### config.mk
export PLATFORM = sky130hd
export DESIGN_NAME = masked_signature_scanner_top_flat
export DESIGN_NICKNAME = d
export VERILOG_FILES = /design/src/hw/rtl/mss_pkg.sv /design/src/hw/rtl/mss_stream_if.sv /design/src/hw/rtl/mss_cell.sv /design/src/hw/rtl/mss_match.sv /design/src/hw/rtl/mss_tally.sv /design/src/hw/rtl/masked_signature_scanner_top.sv /design/src/flat_wrapper.sv
export SDC_FILE = /design/constraint.sdc
export NUM_CORES = 1
export LEC_CHECK = 0
export ABC_AREA = 1
export BUFFER_PORTS_ARGS = -buffer_cell sky130_fd_sc_hd__buf_2
export CAP_MARGIN = 20
export CORE_MARGIN = 3
export CORE_UTILIZATION = 31
export CTS_CLUSTER_SIZE = 28
export DETAILED_ROUTE_END_ITERATION = 10
export MAX_ROUTING_LAYER = met4
export PLACE_DENSITY = 0.93
export SYNTH_ARGS = -nofsm -noshare
export SYNTH_HDL_FRONTEND = slang
export SYNTH_SLANG_ARGS = --single-unit
export TNS_END_PERCENT = 50
### constraint.sdc
create_clock -name clk -period 3.4 [get_ports clk]
set_clock_uncertainty 0.2 [all_clocks]
set_input_delay 0.51 -clock clk [delete_from_list [all_inputs] [get_ports clk]]
set_output_delay 0.51 -clock clk [all_outputs]
set_load 0.01 [all_outputs]
### src/hw/rtl/mss_pkg.sv
`default_nettype none
package mss_pkg;

	localparam int HISTORY_WORDS     = 32;
	localparam int MAX_PATTERN_WORDS = 6;
	localparam int MAX_OFFSETS       = 4;

	localparam int WORD_W     = 32;
	localparam int ADDR_W     = 48;
	localparam int COUNT_W    = 8;
	localparam int STATUS_W   = 2;
	localparam int REGION_W   = 6;
	localparam int CFG_W      = 64;
	localparam int CFG_IDX_W  = 3;
	localparam int PW_W       = 3;
	localparam int PWE_W      = 4;
	localparam int OFFS_W     = 24;
	localparam int OFF_W      = 5;
	localparam int OFF_EN_LSB = 20;
	localparam int BACK_W     = 7;
	localparam int PAT_WORDS  = 6;
	localparam int BANK_W     = 3 * CFG_W;
	localparam int LANES      = 4;
	localparam int NCNT_W     = 3;

	localparam logic [REGION_W-1:0] REGION_MAX = 6'd63;
	localparam logic [COUNT_W-1:0]  COUNT_MAX  = 8'd255;
	localparam logic [PW_W-1:0]     PW_RESET   = 3'd5;

	localparam logic [WORD_W-1:0] PROLOGUE_MASK  = {8'hff, 8'hc0, 8'h7f, 8'hff};
	localparam logic [WORD_W-1:0] PROLOGUE_VALUE = {8'ha9, 8'h80, 8'h7b, 8'hfd};

	typedef enum logic [CFG_IDX_W-1:0] {
		CFG_PATTERN_LO   = 3'd0,
		CFG_PATTERN_MID  = 3'd1,
		CFG_PATTERN_HI   = 3'd2,
		CFG_MASK_LO      = 3'd3,
		CFG_MASK_MID     = 3'd4,
		CFG_MASK_HI      = 3'd5,
		CFG_PATTERN_WORDS = 3'd6,
		CFG_BACK_OFFSETS = 3'd7
	} cfg_idx_t;

	localparam logic [STATUS_W-1:0] STATUS_NONE    = 2'd0;
	localparam logic [STATUS_W-1:0] STATUS_ONE     = 2'd1;
	localparam logic [STATUS_W-1:0] STATUS_SEVERAL = 2'd2;

	typedef struct packed {
		logic [WORD_W-1:0] word;
		logic [ADDR_W-1:0] word_addr;
		logic              region_first;
		logic              scan_last;
	} in_beat_t;

	typedef struct packed {
		logic [ADDR_W-1:0]   found_addr;
		logic [COUNT_W-1:0]  match_count;
		logic [STATUS_W-1:0] scan_status;
	} out_beat_t;

	typedef struct packed {
		logic                valid;
		logic                last;
		logic [REGION_W-1:0] region_count;
	} s1_t;

	typedef struct packed {
		logic                         valid;
		logic                         last;
		logic [LANES-1:0]             acc;
		logic [LANES-1:0][ADDR_W-1:0] addr;
	} s2_t;

	// word k of a 192-bit pattern or mask bank; words past the bank are zero
	function automatic logic [WORD_W-1:0] bank_word(input logic [BANK_W-1:0] bank, input int k);
		logic [WORD_W-1:0] w;
		w = '0;
		for (int i = 0; i < PAT_WORDS; i++) begin
			if (i == k) w = bank[WORD_W*i +: WORD_W];
		end
		return w;
	endfunction

endpackage
`default_nettype wire

### src/hw/rtl/mss_stream_if.sv
`default_nettype none
interface mss_stream_if #(parameter type beat_t = logic);
	logic  valid;
	logic  ready;
	beat_t data;

	modport source (output valid, output data, input ready);
	modport sink (input valid, input data, output ready);
endinterface
`default_nettype wire

### src/hw/rtl/mss_cell.sv
`default_nettype none
module mss_cell (
	input  wire logic                       clk,
	input  wire logic                       shift,
	input  wire logic [mss_pkg::WORD_W-1:0] d_word,
	input  wire logic [mss_pkg::ADDR_W-1:0] d_addr,
	output logic      [mss_pkg::WORD_W-1:0] q_word,
	output logic      [mss_pkg::ADDR_W-1:0] q_addr,
	output logic                            prologue
);

	logic [mss_pkg::WORD_W-1:0] word_q;
	logic [mss_pkg::ADDR_W-1:0] addr_q;

	always_ff @(posedge clk) begin
		if (shift) begin
			word_q <= d_word;
			addr_q <= d_addr;
		end
	end

	assign q_word   = word_q;
	assign q_addr   = addr_q;
	assign prologue = (word_q & mss_pkg::PROLOGUE_MASK) == mss_pkg::PROLOGUE_VALUE;

endmodule
`default_nettype wire

### src/hw/rtl/mss_match.sv
`default_nettype none
module mss_match #(
	parameter int HISTORY_WORDS     = mss_pkg::HISTORY_WORDS,
	parameter int MAX_PATTERN_WORDS = mss_pkg::MAX_PATTERN_WORDS,
	parameter int MAX_OFFSETS       = mss_pkg::MAX_OFFSETS
) (
	input  wire logic                        clk,
	input  wire logic                        arst_n,
	input  wire logic                        advance,
	input  wire logic [mss_pkg::WORD_W-1:0]  cell_word [HISTORY_WORDS],
	input  wire logic [mss_pkg::ADDR_W-1:0]  cell_addr [HISTORY_WORDS],
	input  wire logic [HISTORY_WORDS-1:0]    cell_pro,
	input  wire mss_pkg::s1_t                s1,
	input  wire logic [mss_pkg::BANK_W-1:0]  pattern,
	input  wire logic [mss_pkg::BANK_W-1:0]  mask,
	input  wire logic [mss_pkg::PW_W-1:0]    pattern_words,
	input  wire logic [mss_pkg::OFFS_W-1:0]  back_offsets,
	output mss_pkg::s2_t                     s2
);

	localparam int IDX_W = $clog2(HISTORY_WORDS);
	localparam int PWE_W = mss_pkg::PWE_W;
	localparam int BACK_W = mss_pkg::BACK_W;

	logic [PWE_W-1:0]           pw_eff;
	logic                       hit;
	logic [mss_pkg::WORD_W-1:0] win;
	logic [PWE_W-1:0]           sel;
	logic [BACK_W-1:0]          back [mss_pkg::LANES];
	logic [mss_pkg::LANES-1:0]  cand_ok;
	logic [mss_pkg::LANES-1:0][mss_pkg::ADDR_W-1:0] cand_addr;
	mss_pkg::s2_t               s2_s2;

	always_comb begin
		pw_eff = PWE_W'(pattern_words);
		if (pattern_words == '0) pw_eff = PWE_W'(1);
		if (pw_eff > PWE_W'(MAX_PATTERN_WORDS)) pw_eff = PWE_W'(MAX_PATTERN_WORDS);
	end

	// pattern word k sits pw_eff-1-k cells behind the newest word
	always_comb begin
		hit = s1.valid && (mss_pkg::REGION_W'(pw_eff) <= s1.region_count);
		win = '0;
		sel = '0;
		for (int k = 0; k < MAX_PATTERN_WORDS; k++) begin
			win = '0;
			sel = pw_eff - PWE_W'(k + 1);
			for (int j = 0; j < MAX_PATTERN_WORDS; j++) begin
				if (PWE_W'(j) == sel) win = cell_word[j];
			end
			if (PWE_W'(k) < pw_eff &&
			    ((win ^ mss_pkg::bank_word(pattern, k)) & mss_pkg::bank_word(mask, k)) != '0)
				hit = 1'b0;
		end
	end

	always_comb begin
		for (int i = 0; i < mss_pkg::LANES; i++) begin
			back[i] = BACK_W'(pw_eff) - BACK_W'(1)
			        + BACK_W'(back_offsets[mss_pkg::OFF_W*i +: mss_pkg::OFF_W]);
			cand_ok[i] = (i < MAX_OFFSETS) && back_offsets[mss_pkg::OFF_EN_LSB + i]
			          && (back[i] < BACK_W'(s1.region_count))
			          && (back[i] < BACK_W'(HISTORY_WORDS))
			          && cell_pro[back[i][IDX_W-1:0]];
			cand_addr[i] = cell_addr[back[i][IDX_W-1:0]];
		end
	end

	always_ff @(posedge clk or negedge arst_n) begin
		if (!arst_n) begin
			s2_s2 <= '0;
		end else if (advance) begin
			s2_s2.valid <= s1.valid;
			s2_s2.last  <= s1.last;
			s2_s2.acc   <= cand_ok & {mss_pkg::LANES{hit}};
			s2_s2.addr  <= cand_addr;
		end
	end

	assign s2 = s2_s2;

endmodule
`default_nettype wire

### src/hw/rtl/mss_tally.sv
`default_nettype none
module mss_tally (
	input  wire logic          clk,
	input  wire logic          arst_n,
	input  wire mss_pkg::s2_t  s2,
	mss_stream_if.source       result,
	output logic               advance
);

	localparam int COUNT_W = mss_pkg::COUNT_W;

	logic [COUNT_W-1:0]         count_q;
	logic [mss_pkg::ADDR_W-1:0] first_q;
	logic                       out_valid_q;
	mss_pkg::out_beat_t         out_q;

	logic [mss_pkg::NCNT_W-1:0] n_acc;
	logic [COUNT_W:0]           sum;
	logic [COUNT_W-1:0]         count_nx;
	logic [mss_pkg::ADDR_W-1:0] first_nx;
	logic                       emit;
	mss_pkg::out_beat_t         report;

	// hold the pipe only when a scan end meets a result still waiting
	assign advance = !(s2.valid && s2.last && out_valid_q && !result.ready);
	assign emit    = advance && s2.valid && s2.last;

	always_comb begin
		n_acc    = mss_pkg::NCNT_W'($countones(s2.acc));
		sum      = {1'b0, count_q} + (COUNT_W+1)'(n_acc);
		count_nx = (sum > (COUNT_W+1)'(mss_pkg::COUNT_MAX)) ? mss_pkg::COUNT_MAX : sum[COUNT_W-1:0];
		first_nx = first_q;
		if (count_q == '0) begin
			// lowest accepting lane comes first
			for (int i = mss_pkg::LANES - 1; i >= 0; i--) begin
				if (s2.acc[i]) first_nx = s2.addr[i];
			end
		end
		report.match_count = count_nx;
		report.found_addr  = (count_nx != '0) ? first_nx : '0;
		case (count_nx)
			COUNT_W'(0): report.scan_status = mss_pkg::STATUS_NONE;
			COUNT_W'(1): report.scan_status = mss_pkg::STATUS_ONE;
			default:     report.scan_status = mss_pkg::STATUS_SEVERAL;
		endcase
	end

	always_ff @(posedge clk or negedge arst_n) begin
		if (!arst_n) begin
			count_q     <= '0;
			first_q     <= '0;
			out_valid_q <= 1'b0;
		end else begin
			if (advance && s2.valid) begin
				if (s2.last) begin
					count_q <= '0;
					first_q <= '0;
				end else begin
					count_q <= count_nx;
					first_q <= first_nx;
				end
			end
			if (emit) out_valid_q <= 1'b1;
			else if (result.ready) out_valid_q <= 1'b0;
		end
	end

	always_ff @(posedge clk) begin
		if (emit) out_q <= report;
	end

	assign result.valid = out_valid_q;
	assign result.data  = out_q;

	a_clear_after_report: assert property (@(posedge clk) disable iff (!arst_n)
		emit |=> (count_q == '0) && (first_q == '0))
		else $error("count not cleared after scan end");

	a_status_one: assert property (@(posedge clk) disable iff (!arst_n)
		out_valid_q |-> ((out_q.scan_status == mss_pkg::STATUS_ONE) == (out_q.match_count == COUNT_W'(1))))
		else $error("status disagrees with count");

	a_none_zero_addr: assert property (@(posedge clk) disable iff (!arst_n)
		(out_valid_q && out_q.scan_status == mss_pkg::STATUS_NONE) |-> (out_q.found_addr == '0))
		else $error("address reported without a candidate");

endmodule
`default_nettype wire

### src/hw/rtl/masked_signature_scanner_top.sv
// Masked signature scanner. Streams 32-bit words with their addresses through a row of
// HISTORY_WORDS cells; each cell holds one recent word and flags a frame prologue. The newest
// pattern_words cells are compared bit by bit with the masked pattern, and each enabled back
// offset checks one older cell of the current region. One word is taken every cycle while
// input is ready; a result passes the s1 and s2 registers into the output. Input ready drops
// only while a result waits at the output and the next scan end has reached the counter.
`default_nettype none
module masked_signature_scanner_top #(
	parameter int HISTORY_WORDS     = mss_pkg::HISTORY_WORDS,
	parameter int MAX_PATTERN_WORDS = mss_pkg::MAX_PATTERN_WORDS,
	parameter int MAX_OFFSETS       = mss_pkg::MAX_OFFSETS
) (
	input  wire logic                            clk,
	input  wire logic                            arst_n,
	input  wire logic                            cfg_wr_en,
	input  wire logic [mss_pkg::CFG_IDX_W-1:0]   cfg_index,
	input  wire logic [mss_pkg::CFG_W-1:0]       cfg_wdata,
	mss_stream_if.sink                           words,
	mss_stream_if.source                         result
);

	localparam int CFG_W    = mss_pkg::CFG_W;
	localparam int REGION_W = mss_pkg::REGION_W;

	logic [CFG_W-1:0]            pat_q [3];
	logic [CFG_W-1:0]            msk_q [3];
	logic [mss_pkg::PW_W-1:0]    pw_q;
	logic [mss_pkg::OFFS_W-1:0]  boff_q;

	logic                        advance;
	logic                        accept;
	logic [REGION_W-1:0]         region_q;
	logic [REGION_W-1:0]         region_base;
	logic [REGION_W-1:0]         region_nx;
	mss_pkg::s1_t                s1_s1;
	mss_pkg::s2_t                s2;
	mss_pkg::in_beat_t           beat;

	logic [mss_pkg::WORD_W-1:0]  cell_word [HISTORY_WORDS];
	logic [mss_pkg::ADDR_W-1:0]  cell_addr [HISTORY_WORDS];
	logic [HISTORY_WORDS-1:0]    cell_pro;

	always_ff @(posedge clk or negedge arst_n) begin
		if (!arst_n) begin
			for (int i = 0; i < 3; i++) begin
				pat_q[i] <= '0;
				msk_q[i] <= '0;
			end
			pw_q   <= mss_pkg::PW_RESET;
			boff_q <= '0;
		end else if (cfg_wr_en) begin
			case (mss_pkg::cfg_idx_t'(cfg_index))
				mss_pkg::CFG_PATTERN_LO:    pat_q[0] <= cfg_wdata;
				mss_pkg::CFG_PATTERN_MID:   pat_q[1] <= cfg_wdata;
				mss_pkg::CFG_PATTERN_HI:    pat_q[2] <= cfg_wdata;
				mss_pkg::CFG_MASK_LO:       msk_q[0] <= cfg_wdata;
				mss_pkg::CFG_MASK_MID:      msk_q[1] <= cfg_wdata;
				mss_pkg::CFG_MASK_HI:       msk_q[2] <= cfg_wdata;
				mss_pkg::CFG_PATTERN_WORDS: pw_q     <= cfg_wdata[mss_pkg::PW_W-1:0];
				mss_pkg::CFG_BACK_OFFSETS:  boff_q   <= cfg_wdata[mss_pkg::OFFS_W-1:0];
				default: ;
			endcase
		end
	end

	assign beat         = words.data;
	assign accept       = words.valid && advance;
	assign words.ready  = advance;

	// region length counts the new word and saturates
	assign region_base = beat.region_first ? '0 : region_q;
	assign region_nx   = (region_base == mss_pkg::REGION_MAX) ? mss_pkg::REGION_MAX
	                   : region_base + REGION_W'(1);

	always_ff @(posedge clk or negedge arst_n) begin
		if (!arst_n) begin
			region_q <= '0;
			s1_s1    <= '0;
		end else if (advance) begin
			if (accept) region_q <= beat.scan_last ? '0 : region_nx;
			s1_s1.valid        <= accept;
			s1_s1.last         <= beat.scan_last;
			s1_s1.region_count <= region_nx;
		end
	end

	for (genvar j = 0; j < HISTORY_WORDS; j++) begin : g_cell
		logic [mss_pkg::WORD_W-1:0] d_word;
		logic [mss_pkg::ADDR_W-1:0] d_addr;
		if (j == 0) begin : g_head
			assign d_word = beat.word;
			assign d_addr = beat.word_addr;
		end else begin : g_link
			assign d_word = cell_word[j-1];
			assign d_addr = cell_addr[j-1];
		end
		mss_cell u_cell (
			.clk      (clk),
			.shift    (accept),
			.d_word   (d_word),
			.d_addr   (d_addr),
			.q_word   (cell_word[j]),
			.q_addr   (cell_addr[j]),
			.prologue (cell_pro[j])
		);
	end

	mss_match #(
		.HISTORY_WORDS     (HISTORY_WORDS),
		.MAX_PATTERN_WORDS (MAX_PATTERN_WORDS),
		.MAX_OFFSETS       (MAX_OFFSETS)
	) u_match (
		.clk           (clk),
		.arst_n        (arst_n),
		.advance       (advance),
		.cell_word     (cell_word),
		.cell_addr     (cell_addr),
		.cell_pro      (cell_pro),
		.s1            (s1_s1),
		.pattern       ({pat_q[2], pat_q[1], pat_q[0]}),
		.mask          ({msk_q[2], msk_q[1], msk_q[0]}),
		.pattern_words (pw_q),
		.back_offsets  (boff_q),
		.s2            (s2)
	);

	mss_tally u_tally (
		.clk     (clk),
		.arst_n  (arst_n),
		.s2      (s2),
		.result  (result),
		.advance (advance)
	);

	a_stall_only_on_pending: assert property (@(posedge clk) disable iff (!arst_n)
		!words.ready |-> (result.valid && !result.ready && s2.valid && s2.last))
		else $error("input stalled without a waiting result");

endmodule
`default_nettype wire
### src/flat_wrapper.sv
// flat-port wrapper written by rule: the top's interface ports become plain ports
module masked_signature_scanner_top_flat 
#(
	parameter int HISTORY_WORDS     = mss_pkg::HISTORY_WORDS,
	parameter int MAX_PATTERN_WORDS = mss_pkg::MAX_PATTERN_WORDS,
	parameter int MAX_OFFSETS       = mss_pkg::MAX_OFFSETS
)
  (clk, arst_n, cfg_wr_en, cfg_index, cfg_wdata, words_valid, words_data, words_ready, result_valid, result_data, result_ready);
  mss_stream_if words_i ();
  mss_stream_if result_i ();
  input  wire logic clk;
  input  wire logic arst_n;
  input  wire logic cfg_wr_en;
  input  wire logic [mss_pkg::CFG_IDX_W-1:0] cfg_index;
  input  wire logic [mss_pkg::CFG_W-1:0] cfg_wdata;
  input wire logic [$bits(words_i.valid)-1:0] words_valid;
  input wire logic [$bits(words_i.data)-1:0] words_data;
  output wire logic [$bits(words_i.ready)-1:0] words_ready;
  output wire logic [$bits(result_i.valid)-1:0] result_valid;
  output wire logic [$bits(result_i.data)-1:0] result_data;
  input wire logic [$bits(result_i.ready)-1:0] result_ready;
  assign words_i.valid = words_valid;
  assign words_i.data = words_data;
  assign words_ready = words_i.ready;
  assign result_valid = result_i.valid;
  assign result_data = result_i.data;
  assign result_i.ready = result_ready;
  masked_signature_scanner_top #(.HISTORY_WORDS(HISTORY_WORDS), .MAX_PATTERN_WORDS(MAX_PATTERN_WORDS), .MAX_OFFSETS(MAX_OFFSETS)) u_core (.clk(clk), .arst_n(arst_n), .cfg_wr_en(cfg_wr_en), .cfg_index(cfg_index), .cfg_wdata(cfg_wdata), .words(words_i), .result(result_i));
endmodule
==> run metrics <==
outcome completed; IO Count 76; DRC Markers 0; Antenna diodes 0; DP Wirelength between 500 and 600 microns; Area growth syn-to-layout 19.1%; largest net degree at the start of global routing 14; switching power 74.1 uW; WP data arrival 1080 ps; Comb power frac 10.1%; core area 1560 sq um; Buf/Inv on CP 2; Slew headroom between 80% and 90%; CTS tree done; die area 2240 sq um; htree depth 1; Slew @ Worst Pin 284 ps; # Max-Cap Violations 0; Vias per Instance between 4 and 5; first-pass GRT wire length roughly 1300 microns; period utilization 52.8%; Max Freq between 0.5 and 0.6 GHz; drt wl/cell ~9.2 microns; Clock Tree Root clkbuf_4; Post-Syn Nets 125; hold violation count in the final report 0; pwr/cell area 517 nW/um^2; cell family with most CP delay flip-flops; commonest non-fill, non-tap cells in the layout 13 x dfrtp_1, 11 x inv_1, 11 x nor2_1; Clock Pin Slew Worst Setup and Hold Paths 80 ps; clock buffer depth 2; # fillers 152; Die H approximately 47 microns; clock sinks 14; Routability Congestion 0.681; final setup violation count 0; CP Capture Type primary output; Seq/Total Area, Yosys 67.1%; Gate Count Post-Synth 52; final worst slack 1610 ps; Pleak ~0.00033 uW; commonest non-fill, non-tap cell in the layout dfrtp_1; DRT Pass-1 Iters 4; die width 47.3 microns; post-synthesis cell area 529 sq um; CTS Buf Count 3; via count 338; Clock Power Share 34.8%; Period minus WS final 1790 ps; CP Max Fanout 5; setup TNS 0 ps; yosys warns 0; WS Path Type reg -> out; Max VDD drop 0.322 mV; final WL roughly 740 microns; critical path startpoint category flip-flop; initial core utilization 33.9%; FP Rows 14; share of cells above drive strength 1 25.0%; pre-CTS setup slack 1650 ps; Post-DRT Antenna Nets 0; Reg power frac about 55%; layout net count 138; Worst-Skew Late Latency between 200 and 300 ps; Worst path max stage delay 360 ps; Tightest Hold Check Type in -> reg; sw frac 22.7%; DR iter-0 viols 3; global route total overflow 0; cts hold-fix bufs 1; PostCTS Resize Cnt 0; Max Slew Vio Count 0; IO Port Bufs 7; global-route usage over all layers 8.44%; Syn Area/Cell between 10 and 15 sq um; initial antenna violation count 0; vias in the first global route 328; Worst Path Required 2690 ps; CP cell instances inv_1 > nor2_4 > nand2_4 > buf_2; RSZ-0062 raised after global routing false; flops & latches, synth 14; Cell variety after synth 11; Int Power 252 uW; CP max-delay cell dfrtp_1; setup bufs post-CTS 0
==> stage by stage <==
step | instance area, sq um | hold WS, ps | power, uW | utilization (%) | cells
after floorplan | 529 | 14.4 | 203 | - | 52
after global placement | 584 | 197 | 214 | 37.5 | 75
after detailed placement | 584 | 211 | 216 | 37.5 | 75
after CTS | 631 | 219 | 333 | 40.4 | 80
after global routing | 631 | 248 | 340 | 40.4 | 80
final | 631 | 234 | 326 | 40.4 | 80
==> kinds of logic (layout without fill, tap and decap cells) <==
| group | after synthesis | in the layout | synth area share, % |
|---|---|---|---|
| AOI/OAI and AO/OA | 1 | 1 | 0.945 |
| buffers and inverters | 12 | 24 | 8.51 |
| DFF | 14 | 14 | 67.1 |
| and+or+nand+nor | 25 | 25 | 23.4 |
==> power by group through the flow <==
stage | registers (uW) | clock network (uW) | logic (uW)
2_1_floorplan | 184 | 0 | 19.3
3_3_place_gp | 182 | 0 | 31.5
3_5_place_dp | 183 | 0 | 32.8
4_1_cts | 180 | 119 | 33.7
5_1_grt | 180 | 123 | 37.0
6_report | 180 | 113 | 32.9
==> Yosys cell counts (all sizes together) <==
library cell / n / share of area, %
dfrtp: 13 / 61
nor2: 13 / 12
edfxtp: 1 / 5.7
inv: 12 / 8.5
nand2: 8 / 7.6
nand3: 4 / 3.8
o21ai: 1 / 0.94
==> sequential cells by signal, summed over array words and instances (netlist names) <==
signal,flops
u_core.u_tally.count_q,8
u_core.s1_s1,2
u_core.u_match.s2,2
u_core.u_tally.result.data,1
u_core.u_tally.result.valid,1
==> area by class of cell <==
cell class	count	area [sq um]	area share, %
inverter	12	45.0	7.14
sequential	14	355	56.3
clock buffer	4	36.3	5.75
tap	16	20.0	3.17
multi-input combinational	26	129	20.4
timing repair buffer	8	45.0	7.14
==> worst paths after layout <==
path | endpoint | slack (ps) | cells past startpoint | start
min in group asynchronous | u_core.s1_s1[6]$_DFFE_PN0N_ | 440 | 2 | arst_n
worst min-delay path | u_core.s1_s1[6]$_DFFE_PN0N_ | 230 | 3 | words_data
max in group asynchronous | u_core.u_tally.count_q[6]$_DFFE_PN0N_ | 2330 | 2 | arst_n
worst max-delay path | words_ready | 1610 | 4 | u_core.u_tally.result.valid$_DFFE_PN0P_
worst max register to register | u_core.u_tally.result.data$_DFFE_PP_ | 2170 | 3 | u_core.u_tally.result.valid$_DFFE_PN0P_
worst min register to register | u_core.u_match.s2[196]$_DFFE_PN0N_ | 280 | 2 | u_core.s1_s1[6]$_DFFE_PN0N_
==> tightest hold or removal path: stages <==
cell     delay [ps]
buf_2            70
nand2_1          40
nand2_1          50
==> per-layer routing <==
metal  global-route usage (%)  share of wire [%]  vias to the layer above
li1                         -                  -                      179
met1                     9.86                 46                      151
met2                     13.6                 48                        8
met3                     2.30                5.8                        0
met4                     3.31                  0                        0
met5                        -                  0                        -
Note: power is estimated with default switching activity, not from simulation.
